### config.mk
export PLATFORM = sky130hd
export DESIGN_NAME = flash_erase_planner
export DESIGN_NICKNAME = d
export VERILOG_FILES = /design/src/hdl/fep_pkg.sv /design/src/hdl/fep_divider.sv /design/src/hdl/flash_erase_planner.sv
export SDC_FILE = /design/constraint.sdc
export NUM_CORES = 2
export LEC_CHECK = 0
export ABC_CLOCK_PERIOD_IN_PS = 30200
export BUFFER_PORTS_ARGS = -buffer_cell sky130_fd_sc_hd__buf_2
export CORE_MARGIN = 4
export CORE_UTILIZATION = 40
export DETAILED_ROUTE_END_ITERATION = 7
export PLACE_DENSITY = 0.6
export SYNTH_ARGS = -nofsm -noshare
export SYNTH_HDL_FRONTEND = slang
export SYNTH_SLANG_ARGS = --single-unit
### constraint.sdc
create_clock -name clk -period 30.2 [get_ports clk]
set_clock_uncertainty 0.2 [all_clocks]
set_input_delay 4.53 -clock clk [delete_from_list [all_inputs] [get_ports clk]]
set_output_delay 4.53 -clock clk [all_outputs]
set_load 0.03 [all_outputs]
### src/hdl/fep_pkg.sv
`timescale 1ns / 1ps
// Shared types, constants and field helpers for the flash erase planner.
package fep_pkg;

    localparam int ERASER_TYPES_DEF = 6;
    localparam int MAX_OPS_DEF      = 64;
    localparam int ADDR_BITS_DEF    = 24;

    localparam int NUM_ERASER_REGS = 6;
    localparam int IDX_W           = 3;
    localparam int CFG_IDX_W       = 3;
    localparam int SIZE_W          = 25;
    localparam int CNT_FIELD_W     = 14;
    localparam int BASE_W          = 24;
    localparam int CUR_W           = 26;

    localparam logic [CFG_IDX_W-1:0] REG_EXACT_FIT = 3'd6;

    localparam logic [2:0] ST_OK        = 3'd0;
    localparam logic [2:0] ST_NO_START  = 3'd1;
    localparam logic [2:0] ST_GAP       = 3'd2;
    localparam logic [2:0] ST_NOT_EXACT = 3'd3;
    localparam logic [2:0] ST_TOO_MANY  = 3'd4;

    typedef struct packed {
        logic [23:0] request_start;
        logic [24:0] request_length;
    } req_t;

    typedef struct packed {
        logic [2:0]  status;
        logic [24:0] op_address;
        logic [24:0] op_size;
        logic [2:0]  eraser_index;
        logic [23:0] covered_start;
        logic [25:0] covered_length;
        logic        last;
    } op_t;

    function automatic logic [BASE_W-1:0] er_base(input logic [63:0] r);
        return r[23:0];
    endfunction

    function automatic logic [SIZE_W-1:0] er_size(input logic [63:0] r);
        return r[48:24];
    endfunction

    function automatic logic [CNT_FIELD_W-1:0] er_count(input logic [63:0] r);
        return r[62:49];
    endfunction

    function automatic logic er_enable(input logic [63:0] r);
        return r[63];
    endfunction

endpackage

### src/hdl/fep_divider.sv
`timescale 1ns / 1ps
// Restoring divider, one quotient bit per cycle.
module fep_divider
(
    input  logic                        clk,
    input  logic                        rst_n,
    input  logic                        start,
    input  logic [fep_pkg::CUR_W-1:0]   dividend,
    input  logic [fep_pkg::CUR_W-1:0]   divisor,
    output logic [fep_pkg::CUR_W-1:0]   quotient,
    output logic [fep_pkg::CUR_W-1:0]   remainder,
    output logic                        done
);
    localparam int W   = fep_pkg::CUR_W;
    localparam int CW  = $clog2(W + 1);

    logic [W-1:0]  q_reg, q_next;
    logic [W-1:0]  r_reg, r_next;
    logic [W-1:0]  d_reg, d_next;
    logic [CW-1:0] cnt_reg, cnt_next;
    logic          done_reg, done_next;
    logic [W:0]    trial;

    always_comb
    begin
        q_next    = q_reg;
        r_next    = r_reg;
        d_next    = d_reg;
        cnt_next  = cnt_reg;
        done_next = 1'b0;
        trial     = {r_reg, q_reg[W-1]};
        if (start)
        begin
            q_next   = dividend;
            r_next   = '0;
            d_next   = divisor;
            cnt_next = CW'(W);
        end
        else if (cnt_reg != '0)
        begin
            if (trial >= {1'b0, d_reg})
            begin
                r_next = W'(trial - {1'b0, d_reg});
                q_next = {q_reg[W-2:0], 1'b1};
            end
            else
            begin
                r_next = trial[W-1:0];
                q_next = {q_reg[W-2:0], 1'b0};
            end
            cnt_next = cnt_reg - 1'b1;
            done_next = (cnt_reg == CW'(1));
        end
    end

    always_ff @(posedge clk or negedge rst_n)
    begin
        if (!rst_n)
        begin
            cnt_reg  <= '0;
            done_reg <= 1'b0;
        end
        else
        begin
            cnt_reg  <= cnt_next;
            done_reg <= done_next;
        end
    end

    always_ff @(posedge clk)
    begin
        q_reg <= q_next;
        r_reg <= r_next;
        d_reg <= d_next;
    end

    assign quotient  = q_reg;
    assign remainder = r_reg;
    assign done      = done_reg;

endmodule

### src/hdl/flash_erase_planner.sv
`timescale 1ns / 1ps
// Flash erase planner top level: sequencer, op buffer and output register.
//
//  channel | signals                                      | moves
//  --------+----------------------------------------------+--------------------------
//  in      | in_valid, in_ready, in_data (req_t)          | one erase request
//  out     | out_valid, out_ready, out_data (op_t)        | one command or one error
//  cfg     | cfg_valid, cfg_ready, cfg_index, cfg_data    | eraser / exact_fit writes
//
// Every eligible eraser probe (enabled, nonzero size, base at or below the address)
// runs the shared divider through S_SCAN, S_DIV and S_EVAL; any other eraser is skipped
// in S_SCAN. Each emitted command is then read (S_RD) and loaded (S_LOAD) as out_ready
// allows; in_ready is low throughout.
// Reset clears all eraser registers (all disabled) and the sequencer.
// out_ready low holds the output register and stalls the sequencer in S_LOAD or S_ERR;
// the next request is taken once the last result is loaded.
module flash_erase_planner
#(
    parameter int ERASER_TYPES = fep_pkg::ERASER_TYPES_DEF,
    parameter int MAX_OPS      = fep_pkg::MAX_OPS_DEF,
    parameter int ADDR_BITS    = fep_pkg::ADDR_BITS_DEF
)
(
    input  logic                           clk,
    input  logic                           rst_n,
    input  logic                           in_valid,
    output logic                           in_ready,
    input  fep_pkg::req_t                  in_data,
    output logic                           out_valid,
    input  logic                           out_ready,
    output fep_pkg::op_t                   out_data,
    input  logic                           cfg_valid,
    output logic                           cfg_ready,
    input  logic [fep_pkg::CFG_IDX_W-1:0]  cfg_index,
    input  logic [63:0]                    cfg_data
);
    localparam int IW   = fep_pkg::IDX_W;
    localparam int SW   = fep_pkg::SIZE_W;
    localparam int BW   = fep_pkg::BASE_W;
    localparam int CW   = fep_pkg::CUR_W;
    localparam int NW   = $clog2(MAX_OPS + 1);
    localparam int AW   = (MAX_OPS > 1) ? $clog2(MAX_OPS) : 1;
    localparam int EW   = IW + SW;
    localparam logic [BW-1:0] ADDR_MASK = BW'((64'd1 << ADDR_BITS) - 64'd1);

    localparam logic [3:0] S_IDLE  = 4'd0;
    localparam logic [3:0] S_SCAN  = 4'd1;
    localparam logic [3:0] S_DIV   = 4'd2;
    localparam logic [3:0] S_EVAL  = 4'd3;
    localparam logic [3:0] S_PLACE = 4'd4;
    localparam logic [3:0] S_CHECK = 4'd5;
    localparam logic [3:0] S_RD    = 4'd6;
    localparam logic [3:0] S_LOAD  = 4'd7;
    localparam logic [3:0] S_ERR   = 4'd8;

    logic [63:0]    er_reg [fep_pkg::NUM_ERASER_REGS];
    logic           exact_fit_reg;

    logic [3:0]     state_reg, state_next;
    logic [IW-1:0]  e_reg, e_next;
    logic           later_reg, later_next;
    logic [BW-1:0]  start_reg, start_next;
    logic [CW-1:0]  end_reg, end_next;
    logic [CW-1:0]  cursor_reg, cursor_next;
    logic [BW-1:0]  first_reg, first_next;
    logic           best_valid_reg, best_valid_next;
    logic [IW-1:0]  best_idx_reg, best_idx_next;
    logic [CW-1:0]  best_cost_reg, best_cost_next;
    logic [SW-1:0]  best_size_reg, best_size_next;
    logic [BW-1:0]  best_bs_reg, best_bs_next;
    logic [NW-1:0]  count_reg, count_next;
    logic [NW-1:0]  k_reg, k_next;
    logic [2:0]     err_reg, err_next;
    logic           out_valid_reg, out_valid_next;
    fep_pkg::op_t   out_data_reg, out_data_next;

    logic [EW-1:0]  mem [MAX_OPS];
    logic [EW-1:0]  rd_data_reg;
    logic           mem_we;
    logic [AW-1:0]  mem_waddr;
    logic [EW-1:0]  mem_wdata;
    logic           mem_re;

    logic           div_start, div_done;
    logic [CW-1:0]  div_q, div_r;

    logic [63:0]    cur_er;
    logic [BW-1:0]  cur_base;
    logic [SW-1:0]  cur_size;
    logic [CW-1:0]  probe_addr;
    logic           eligible;
    logic [CW-1:0]  bs;
    logic [CW:0]    blk_end;
    logic [CW:0]    over;
    logic [CW-1:0]  cost;
    logic           in_range;
    logic           out_free;
    logic [IW-1:0]  rd_idx;
    logic [CW-1:0]  cov_len;

    assign cfg_ready = 1'b1;
    assign in_ready  = (state_reg == S_IDLE);
    assign out_valid = out_valid_reg;
    assign out_data  = out_data_reg;
    assign out_free  = !out_valid_reg || out_ready;

    always_ff @(posedge clk or negedge rst_n)
    begin
        if (!rst_n)
        begin
            for (int i = 0; i < fep_pkg::NUM_ERASER_REGS; i++)
            begin
                er_reg[i] <= '0;
            end
            exact_fit_reg <= 1'b0;
        end
        else if (cfg_valid)
        begin
            if (cfg_index < IW'(fep_pkg::NUM_ERASER_REGS))
            begin
                er_reg[cfg_index] <= cfg_data;
            end
            else if (cfg_index == fep_pkg::REG_EXACT_FIT)
            begin
                exact_fit_reg <= cfg_data[0];
            end
        end
    end

    // probe datapath for eraser e_reg at the current address
    assign cur_er     = (e_reg < IW'(fep_pkg::NUM_ERASER_REGS)) ? er_reg[e_reg] : '0;
    assign cur_base   = fep_pkg::er_base(cur_er) & ADDR_MASK;
    assign cur_size   = fep_pkg::er_size(cur_er);
    assign probe_addr = later_reg ? cursor_reg : CW'(start_reg);
    assign eligible   = fep_pkg::er_enable(cur_er) && (cur_size != '0)
                        && (CW'(cur_base) <= probe_addr);
    assign div_start  = (state_reg == S_SCAN) && (e_reg < IW'(ERASER_TYPES)) && eligible;

    // the cursor offset can exceed the size width, so the divider runs at cursor width
    fep_divider u_div
    (
        .clk       (clk),
        .rst_n     (rst_n),
        .start     (div_start),
        .dividend  (probe_addr - CW'(cur_base)),
        .divisor   (CW'(cur_size)),
        .quotient  (div_q),
        .remainder (div_r),
        .done      (div_done)
    );

    assign in_range = (div_q < CW'(fep_pkg::er_count(cur_er)));
    assign bs       = probe_addr - div_r;
    assign blk_end  = (CW+1)'(bs) + (CW+1)'(cur_size);
    assign over     = (blk_end >= (CW+1)'(end_reg)) ? (blk_end - (CW+1)'(end_reg)) : '0;
    assign cost     = CW'((CW+1)'(CW'(start_reg) - bs) + over);

    assign rd_idx   = rd_data_reg[EW-1:SW];
    assign cov_len  = cursor_reg - CW'(first_reg);

    always_comb
    begin
        state_next      = state_reg;
        e_next          = e_reg;
        later_next      = later_reg;
        start_next      = start_reg;
        end_next        = end_reg;
        cursor_next     = cursor_reg;
        first_next      = first_reg;
        best_valid_next = best_valid_reg;
        best_idx_next   = best_idx_reg;
        best_cost_next  = best_cost_reg;
        best_size_next  = best_size_reg;
        best_bs_next    = best_bs_reg;
        count_next      = count_reg;
        k_next          = k_reg;
        err_next        = err_reg;
        out_valid_next  = out_valid_reg && !out_ready;
        out_data_next   = out_data_reg;
        mem_we          = 1'b0;
        mem_waddr       = '0;
        mem_wdata       = {best_idx_reg, SW'(cursor_reg)};
        mem_re          = 1'b0;

        case (state_reg)
            S_IDLE:
            begin
                if (in_valid)
                begin
                    start_next      = in_data.request_start & ADDR_MASK;
                    end_next        = CW'(in_data.request_start & ADDR_MASK)
                                      + CW'(in_data.request_length);
                    later_next      = 1'b0;
                    e_next          = '0;
                    best_valid_next = 1'b0;
                    count_next      = '0;
                    state_next      = S_SCAN;
                end
            end
            S_SCAN:
            begin
                if (e_reg >= IW'(ERASER_TYPES))
                begin
                    state_next = S_PLACE;
                end
                else if (eligible)
                begin
                    state_next = S_DIV;
                end
                else
                begin
                    e_next = e_reg + 1'b1;
                end
            end
            S_DIV:
            begin
                if (div_done)
                begin
                    state_next = S_EVAL;
                end
            end
            S_EVAL:
            begin
                if (in_range)
                begin
                    if (!later_reg)
                    begin
                        if (!best_valid_reg || cost < best_cost_reg
                            || (cost == best_cost_reg && cur_size > best_size_reg))
                        begin
                            best_valid_next = 1'b1;
                            best_idx_next   = e_reg;
                            best_cost_next  = cost;
                            best_size_next  = cur_size;
                            best_bs_next    = BW'(bs);
                        end
                    end
                    else if (div_r == '0
                             && (CW+1)'(cursor_reg) + (CW+1)'(cur_size) <= (CW+1)'(end_reg)
                             && (!best_valid_reg || cur_size > best_size_reg))
                    begin
                        best_valid_next = 1'b1;
                        best_idx_next   = e_reg;
                        best_size_next  = cur_size;
                    end
                end
                e_next     = e_reg + 1'b1;
                state_next = S_SCAN;
            end
            S_PLACE:
            begin
                if (!best_valid_reg)
                begin
                    err_next   = later_reg ? fep_pkg::ST_GAP : fep_pkg::ST_NO_START;
                    state_next = S_ERR;
                end
                else if (!later_reg)
                begin
                    mem_we      = 1'b1;
                    mem_waddr   = '0;
                    mem_wdata   = {best_idx_reg, SW'(best_bs_reg)};
                    count_next  = NW'(1);
                    first_next  = best_bs_reg;
                    cursor_next = CW'(best_bs_reg) + CW'(best_size_reg);
                    state_next  = S_CHECK;
                end
                else if (count_reg >= NW'(MAX_OPS))
                begin
                    err_next   = fep_pkg::ST_TOO_MANY;
                    state_next = S_ERR;
                end
                else
                begin
                    mem_we      = 1'b1;
                    mem_waddr   = count_reg[AW-1:0];
                    count_next  = count_reg + 1'b1;
                    cursor_next = cursor_reg + CW'(best_size_reg);
                    state_next  = S_CHECK;
                end
            end
            S_CHECK:
            begin
                if (cursor_reg < end_reg)
                begin
                    later_next      = 1'b1;
                    e_next          = '0;
                    best_valid_next = 1'b0;
                    state_next      = S_SCAN;
                end
                else if (exact_fit_reg && (first_reg != start_reg || cursor_reg != end_reg))
                begin
                    err_next   = fep_pkg::ST_NOT_EXACT;
                    state_next = S_ERR;
                end
                else
                begin
                    k_next     = '0;
                    state_next = S_RD;
                end
            end
            S_RD:
            begin
                mem_re     = 1'b1;
                state_next = S_LOAD;
            end
            S_LOAD:
            begin
                if (out_free)
                begin
                    out_valid_next              = 1'b1;
                    out_data_next.status        = fep_pkg::ST_OK;
                    out_data_next.op_address    = rd_data_reg[SW-1:0];
                    out_data_next.op_size       =
                        (rd_idx < IW'(fep_pkg::NUM_ERASER_REGS))
                        ? fep_pkg::er_size(er_reg[rd_idx]) : '0;
                    out_data_next.eraser_index  = rd_idx;
                    out_data_next.covered_start = first_reg;
                    out_data_next.covered_length = cov_len;
                    out_data_next.last          = (k_reg + 1'b1 == count_reg);
                    if (k_reg + 1'b1 == count_reg)
                    begin
                        state_next = S_IDLE;
                    end
                    else
                    begin
                        k_next     = k_reg + 1'b1;
                        state_next = S_RD;
                    end
                end
            end
            S_ERR:
            begin
                if (out_free)
                begin
                    out_valid_next       = 1'b1;
                    out_data_next        = '0;
                    out_data_next.status = err_reg;
                    out_data_next.last   = 1'b1;
                    state_next           = S_IDLE;
                end
            end
            default:
            begin
                state_next = S_IDLE;
            end
        endcase
    end

    always_ff @(posedge clk or negedge rst_n)
    begin
        if (!rst_n)
        begin
            state_reg      <= S_IDLE;
            e_reg          <= '0;
            later_reg      <= 1'b0;
            best_valid_reg <= 1'b0;
            count_reg      <= '0;
            k_reg          <= '0;
            err_reg        <= fep_pkg::ST_OK;
            out_valid_reg  <= 1'b0;
            cursor_reg     <= '0;
        end
        else
        begin
            state_reg      <= state_next;
            e_reg          <= e_next;
            later_reg      <= later_next;
            best_valid_reg <= best_valid_next;
            count_reg      <= count_next;
            k_reg          <= k_next;
            err_reg        <= err_next;
            out_valid_reg  <= out_valid_next;
            cursor_reg     <= cursor_next;
        end
    end

    always_ff @(posedge clk)
    begin
        start_reg     <= start_next;
        end_reg       <= end_next;
        first_reg     <= first_next;
        best_idx_reg  <= best_idx_next;
        best_cost_reg <= best_cost_next;
        best_size_reg <= best_size_next;
        best_bs_reg   <= best_bs_next;
        out_data_reg  <= out_data_next;
    end

    // op buffer
    always_ff @(posedge clk)
    begin
        if (mem_we)
        begin
            mem[mem_waddr] <= mem_wdata;
        end
        if (mem_re)
        begin
            rd_data_reg <= mem[k_reg[AW-1:0]];
        end
    end

endmodule

; ---- Word level (Yosys, flattened, before mapping)
; Memory sizes are Yosys's and may differ from the RTL's. A register that Yosys moved wholly into a read port is not among the register bits.
; Index checks and enable logic that the tools add are counted.
; Widths: inputs -> output; s select.
[totals]
reg_bits = 780
ram_bits = 1792
in_bits = 121
output_inout_bits = 110
elab_cells = 248
mem_count = 1
[memory_table]
columns = name, depth, word_bits, rd, rd_clocked_by_memory_dff, wr, line
row1 = mem, 64, 28, 1, 1, 1, flash_erase_planner.sv:77  ; logic [EW-1:0] mem [MAX_OPS];
[classes]
add_sub_neg = 16
n_lt_le_gt_ge = 17
eq_ne = 35
n_mux = 92
n_bitwise = 5
n_reduce_logical = 47
[ops]
columns = cell, count
row1 = $bmux 64 s3, 2
row2 = $bwmux 384, 1
row3 = $mux 64, 4
row4 = $mux 107, 2
row5 = $pmux 107 s2, 1
row6 = $demux 64 s3, 1
row7 = $mux 26, 7
row8 = $mux 25, 7
row9 = $mux 49, 2
row10 = $mux 7, 8
row11 = $add 26x25->27, 2
row12 = $add 24x25->26, 2
row13 = $lt 26x26->1, 2
row14 = $sub 26x24->26, 2
row15 = $sub 26x26->26, 2
row16 = $mux 4, 11
row17 = $mux 3, 13
row18 = $pmux 4 s9, 1
row19 = $pmux 7 s2, 2
row20 = $ge 27x25->1, 1
row21 = $ge 27x26->1, 1
row22 = $le 27x26->1, 1
row23 = $add 26x25->26, 1
row24 = $add 26x26->26, 1
row25 = other kinds (53), 135

; ---- Logic depth before layout (Yosys ltp)
[logic_depth]
ltp_word = 16
ltp_mapped = 62
ltp_nobuf = 58

; ---- By module
; A second synthesis with hierarchy kept.
[hier_totals]
cells_unflattened = 7095
area_unflattened_um2 = 118011.9
[by_module_without_submodules]
columns = mod, instances, cells_each, area_each_um2, seq_area_each_um2
row1 = flash_erase_planner, 1, 6622, 113169.8, 73390.4
row2 = fep_divider, 1, 473, 4842.1, 2232.1

; ---- Worst setup path before layout
; Ideal clock, no wire load.
[synth_path]
path_type = input-to-reg
start = input port out_ready
end = register out_data_reg (netlist bit out_data[0]) (enable)
t_arrival_ps = 12493
t_required_ps = 29265
slack_ps = 16772
path_stages = 2
cell_sequence = nand2b_1 a21boi_0
[synth_via]
elab_chain_cells = 3
word_cells_on_any_way = 4
[synth_rtl]
columns = element, line
row1 = "start, declared", flash_erase_planner.sv:30  ; input logic out_ready,
row2 = $logic_or 1x1->1 (*), flash_erase_planner.sv:105  ; assign out_free = !out_valid_reg || out_ready;
row3 = $ne 2x2->1 (no line), --
row4 = $reduce_and 3->1 (no line) (*), --
row5 = "end signal, assigned", flash_erase_planner.sv:386  ; out_data_reg <= out_data_next;
row6 = "end, declared", flash_erase_planner.sv:75  ; fep_pkg::op_t out_data_reg, out_data_next;
; Mark *: on every way between the ends. The rest lies on a longest branch, timed or not.
; A chain may end at the register's enable or synchronous reset.

; ---- Worst setup path in the final report
[layout_path]
start = register later_reg
end = register best_cost_reg[1] (enable)
[layout_via]
elab_chain_cells = 10
word_cells_on_any_way = 15
[layout_rtl]
columns = element, line
row1 = "start, declared", flash_erase_planner.sv:61  ; logic later_reg, later_next;
row2 = "start signal, assigned", flash_erase_planner.sv:367  ; later_reg <= later_next;
row3 = $mux 26 (*), flash_erase_planner.sv:134  ; assign probe_addr = later_reg ? cursor_reg : CW'(start_reg);
row4 = $sub 26x26->26 (*), flash_erase_planner.sv:153  ; assign bs = probe_addr - div_r;
row5 = net bs[11], flash_erase_planner.sv:92  ; logic [CW-1:0] bs;
row6 = $add 26x25->27, flash_erase_planner.sv:154  ; assign blk_end = (CW+1)'(bs) + (CW+1)'(cur_size);
row7 = $sub 26x26->26 or $ge 27x26->1 (tied branches), flash_erase_planner.sv:155  ; assign over = (blk_end >= (CW+1)'(end_reg)) ? (blk_end - (CW+1)'(end_reg)) : '0;
row8 = $mux 26, flash_erase_planner.sv:155
row9 = $add 26x26->26 (*), flash_erase_planner.sv:156  ; assign cost = CW'((CW+1)'(CW'(start_reg) - bs) + over);
row10 = net cost[19], flash_erase_planner.sv:95  ; logic [CW-1:0] cost;
row11 = $lt 26x26->1 or $eq 26x26->1 (tied branches), "flash_erase_planner.sv:228, flash_erase_planner.sv:229"
row12 = $logic_or 1x1->1 or $logic_and 1x1->1 (tied branches), "flash_erase_planner.sv:228, flash_erase_planner.sv:229"
row13 = $logic_or 1x1->1 (*), flash_erase_planner.sv:229  ; || (cost == best_cost_reg && cur_size > best_size_reg))
row14 = $reduce_and 4->1 (no line) (*), --
row15 = "end signal, assigned", flash_erase_planner.sv:383  ; best_cost_reg <= best_cost_next;
row16 = "end, declared", flash_erase_planner.sv:68  ; logic [CW-1:0] best_cost_reg, best_cost_next;
; Mark *: on every way through the listed nets, which the timed path passes. The rest lies on a longest branch.

==> metrics.md <==
| Metric | Value |
|---|---|
| Final period util | 0.489 |
| Nets@finish | 8,080 |
| Hold Path Origin | best_bs_reg[4] |
| Die area | about 300,000 µm² |
| RSZ-0062 raised after global routing | false |
| Multi-input logic area | 40,700 µm² |
| Final Hold Viols | 0 |
| Row count | between 150 and 200 |
| # DRC | 0 |
| DR iter-0 viols | 6,987 |
| Via count | 67,976 |
| Outcome | completed |
| WP data arrival | approximately 15 ns |
| Post-Syn Area | 118,000 µm² |
| Critical path's top delay family | compound AO/OA/AOI/OAI gates |
| Ys Warns | 0 |
| First-pass iteration count of the detailed router | 5 |
| Synthesized flop and latch total | about 2,600 |
| Hold/Removal Path Class | reg2reg |
| Largest net degree at the start of global routing | between 100 and 150 |
| CTS tree | done |
| Slew margin rel. | 0.0818 |
| Actual slew at the worst max-slew pin | ~1.4 ns |
| Max reg flops | approximately 1,800 |
| Syn Nets | about 7,700 |
| Clock Sinks | roughly 2,600 |
| Flip-flop and latch area | between 70,000 and 80,000 µm² |
| Worst R2R Setup Slack | approximately 15 ns |
| Avg Synthesized Cell Area | between 15 and 20 µm² |
| Average vias per placed instance | around 5.8 |
| Area leader, netlist | edfxtp_1 |
| Clock slew at reported path FFs | ~0.060 ns |
| Setup TNS | 0 ns |
| R2R depth | between 50 and 60 |
| Worst EP required | roughly 30 ns |
| Input/output buffers | approximately 230 |
| Syn Inst Count | a little over 7,000 |
| Final setup vio count | 0 |
| H-tree depth | 5 |
| Area growth, synth to finish | 13.5% |
| Fillers | ~25,000 |
| Placer Congestion | about 0.94 |
| Largest cells by area after synthesis | edfxtp_1, mux4_2, dfrtp_1 |
| Setup ws final | 15.44 ns |
| Placed Cells | 11,184 |
| Min cycle time layout | approximately 15 ns |
| Hold EP | first_reg[4] |
| Longest Clk Path Bufs | 4 |
| FFs w/ async S/R, synth | 0.171 |
| Dominant synthesized flop cell | edfxtp_1 |
| Grt total ovfl | 0 |
| Reg-to-Reg Start | later_reg |
| Crit start category | flip-flop |
| WHS Path Cells | 0 |
| Max Clock Freq | just under 70 MHz |
| Routed Antenna Nets | 0 |
| Routed len/inst | roughly 29 µm |
| HPWL after DPL | about 220,000 µm |
| TritonCTS Buffers | between 200 and 300 |
| Setup WS pre-CTS | ~16 ns |
| I/O pins | 231 |
| Die Span X | approximately 550 µm |
| Share of layout cells above drive strength 1 | 0.264 |
| Post-synth top cells | edfxtp_1, mux4_2, mux2_2 |
| Gr usage total | 0.224 |
| Register area share after synthesis | 0.640 |
| First-pass GRT wire length | approximately 500,000 µm |
| Critical path's largest stage delay | 0.62 ns |
| Postcts setup bufs | 0 |
| Fin. max-slew vios | 0 |
| Initial Util | 0.402 |
| Core area | approximately 290,000 µm² |
| Yosys cell types | 93 |
| Reg2reg end | best_cost_reg[1] |
| Hold-fix buffers at CTS | 0 |
| Worst Path Buf+Inv | 5 |
| Post-synth EDFFs | around 2,100 |
| Clock tree root driver cell | clkbuf_16 |
| Vias in the first global route | 69,283 |
| Drt total wl | 345,000 µm |
| Setup crit end kind | flip-flop |
| Cell with the most instances after synthesis | edfxtp_1 |
| MaxCap Viol Count | 0 |
| Max FO, Critical Path | 70 |
| CP Class | reg2reg |
| Clk_lat worst skew | roughly 0.90 ns |
| Slowest stage cell, crit path | buf_4 |
| Chip height | 551 µm |
| Initial antenna violation count | 35 |
| Yosys top cell area share | 0.542 |
| PostCTS Resize Cnt | 0 |
| Layout Cells excl Fill | around 12,000 |
[logic make-up after synthesis]
| kind of cell | count (synthesis) | synth area share |
|---|---|---|
| AO/OA/AOI/OAI | 959 | 0.0521 |
| XOR/XNOR | 232 | 0.0173 |
| adder cells (fa/ha/maj) | 406 | 0.0451 |
| buffers and inverters | 620 | 0.0201 |
| flip-flops | 2600 | 0.640 |
| multiplexers | 1220 | 0.180 |
| other | 1 | 0.0000318 |
| AND/OR/NAND/NOR | 1114 | 0.0455 |
[area by class of cell]
type,instances,share of cell area
sequential,2600,0.564
clock inverter,137,0.00975
clock buffer,373,0.0572
multi-input combinational,3932,0.304
antenna,9,0.000168
tap,3919,0.0366
timing repair buffer,411,0.0193
inverter,322,0.00902
[layer usage]
layer / track usage / routed length [µm] / vias to the layer above
met5: 0 / 41 / -
met4: 0.0640 / 10200 / 6
met3: 0.0303 / 20900 / 456
met2: 0.377 / 170000 / 2420
met1: 0.305 / 144000 / 36099
li1: - / - / 28995
[through the flow]
stage	utilization	cell area (µm²)	hold WS, ns
final	0.456	134000	0.246
after global routing	0.456	134000	0.257
after CTS	0.456	134000	0.246
after detailed placement	0.426	125000	0.232
after global placement	0.426	125000	0.235
after floorplan	-	118000	0.222
[worst max path at each step]
stage | start | endpoint | slack, ns | cells after the start
finish | later_reg | best_cost_reg[1] | 15.44 | 56
global route | later_reg | best_cost_reg[1] | 14.63 | 56
CTS | later_reg | best_cost_reg[5] | 15.54 | 56
detailed placement | later_reg | best_cost_reg[1] | 15.52 | 56
global placement | later_reg | best_cost_reg[0] | 15.68 | 57
floorplan | out_ready | out_data[0] | 16.77 | 2
[cell usage in the layout, fill, tap and decap left out, drive strengths merged, types with 110 or more instances in the layout]
master,count
edfxtp,2130
mux4,676
mux2,451
dfrtp,444
nor2,417
buf,411
ha,373
clkbuf,373
inv,335
a21oi,247
o21ai,243
nand2,213
xnor2,149
a21o,110
Power is left out: the tool's default activity adds up to more than one toggle a clock period on the data nets, which glitch-free logic cannot reach.
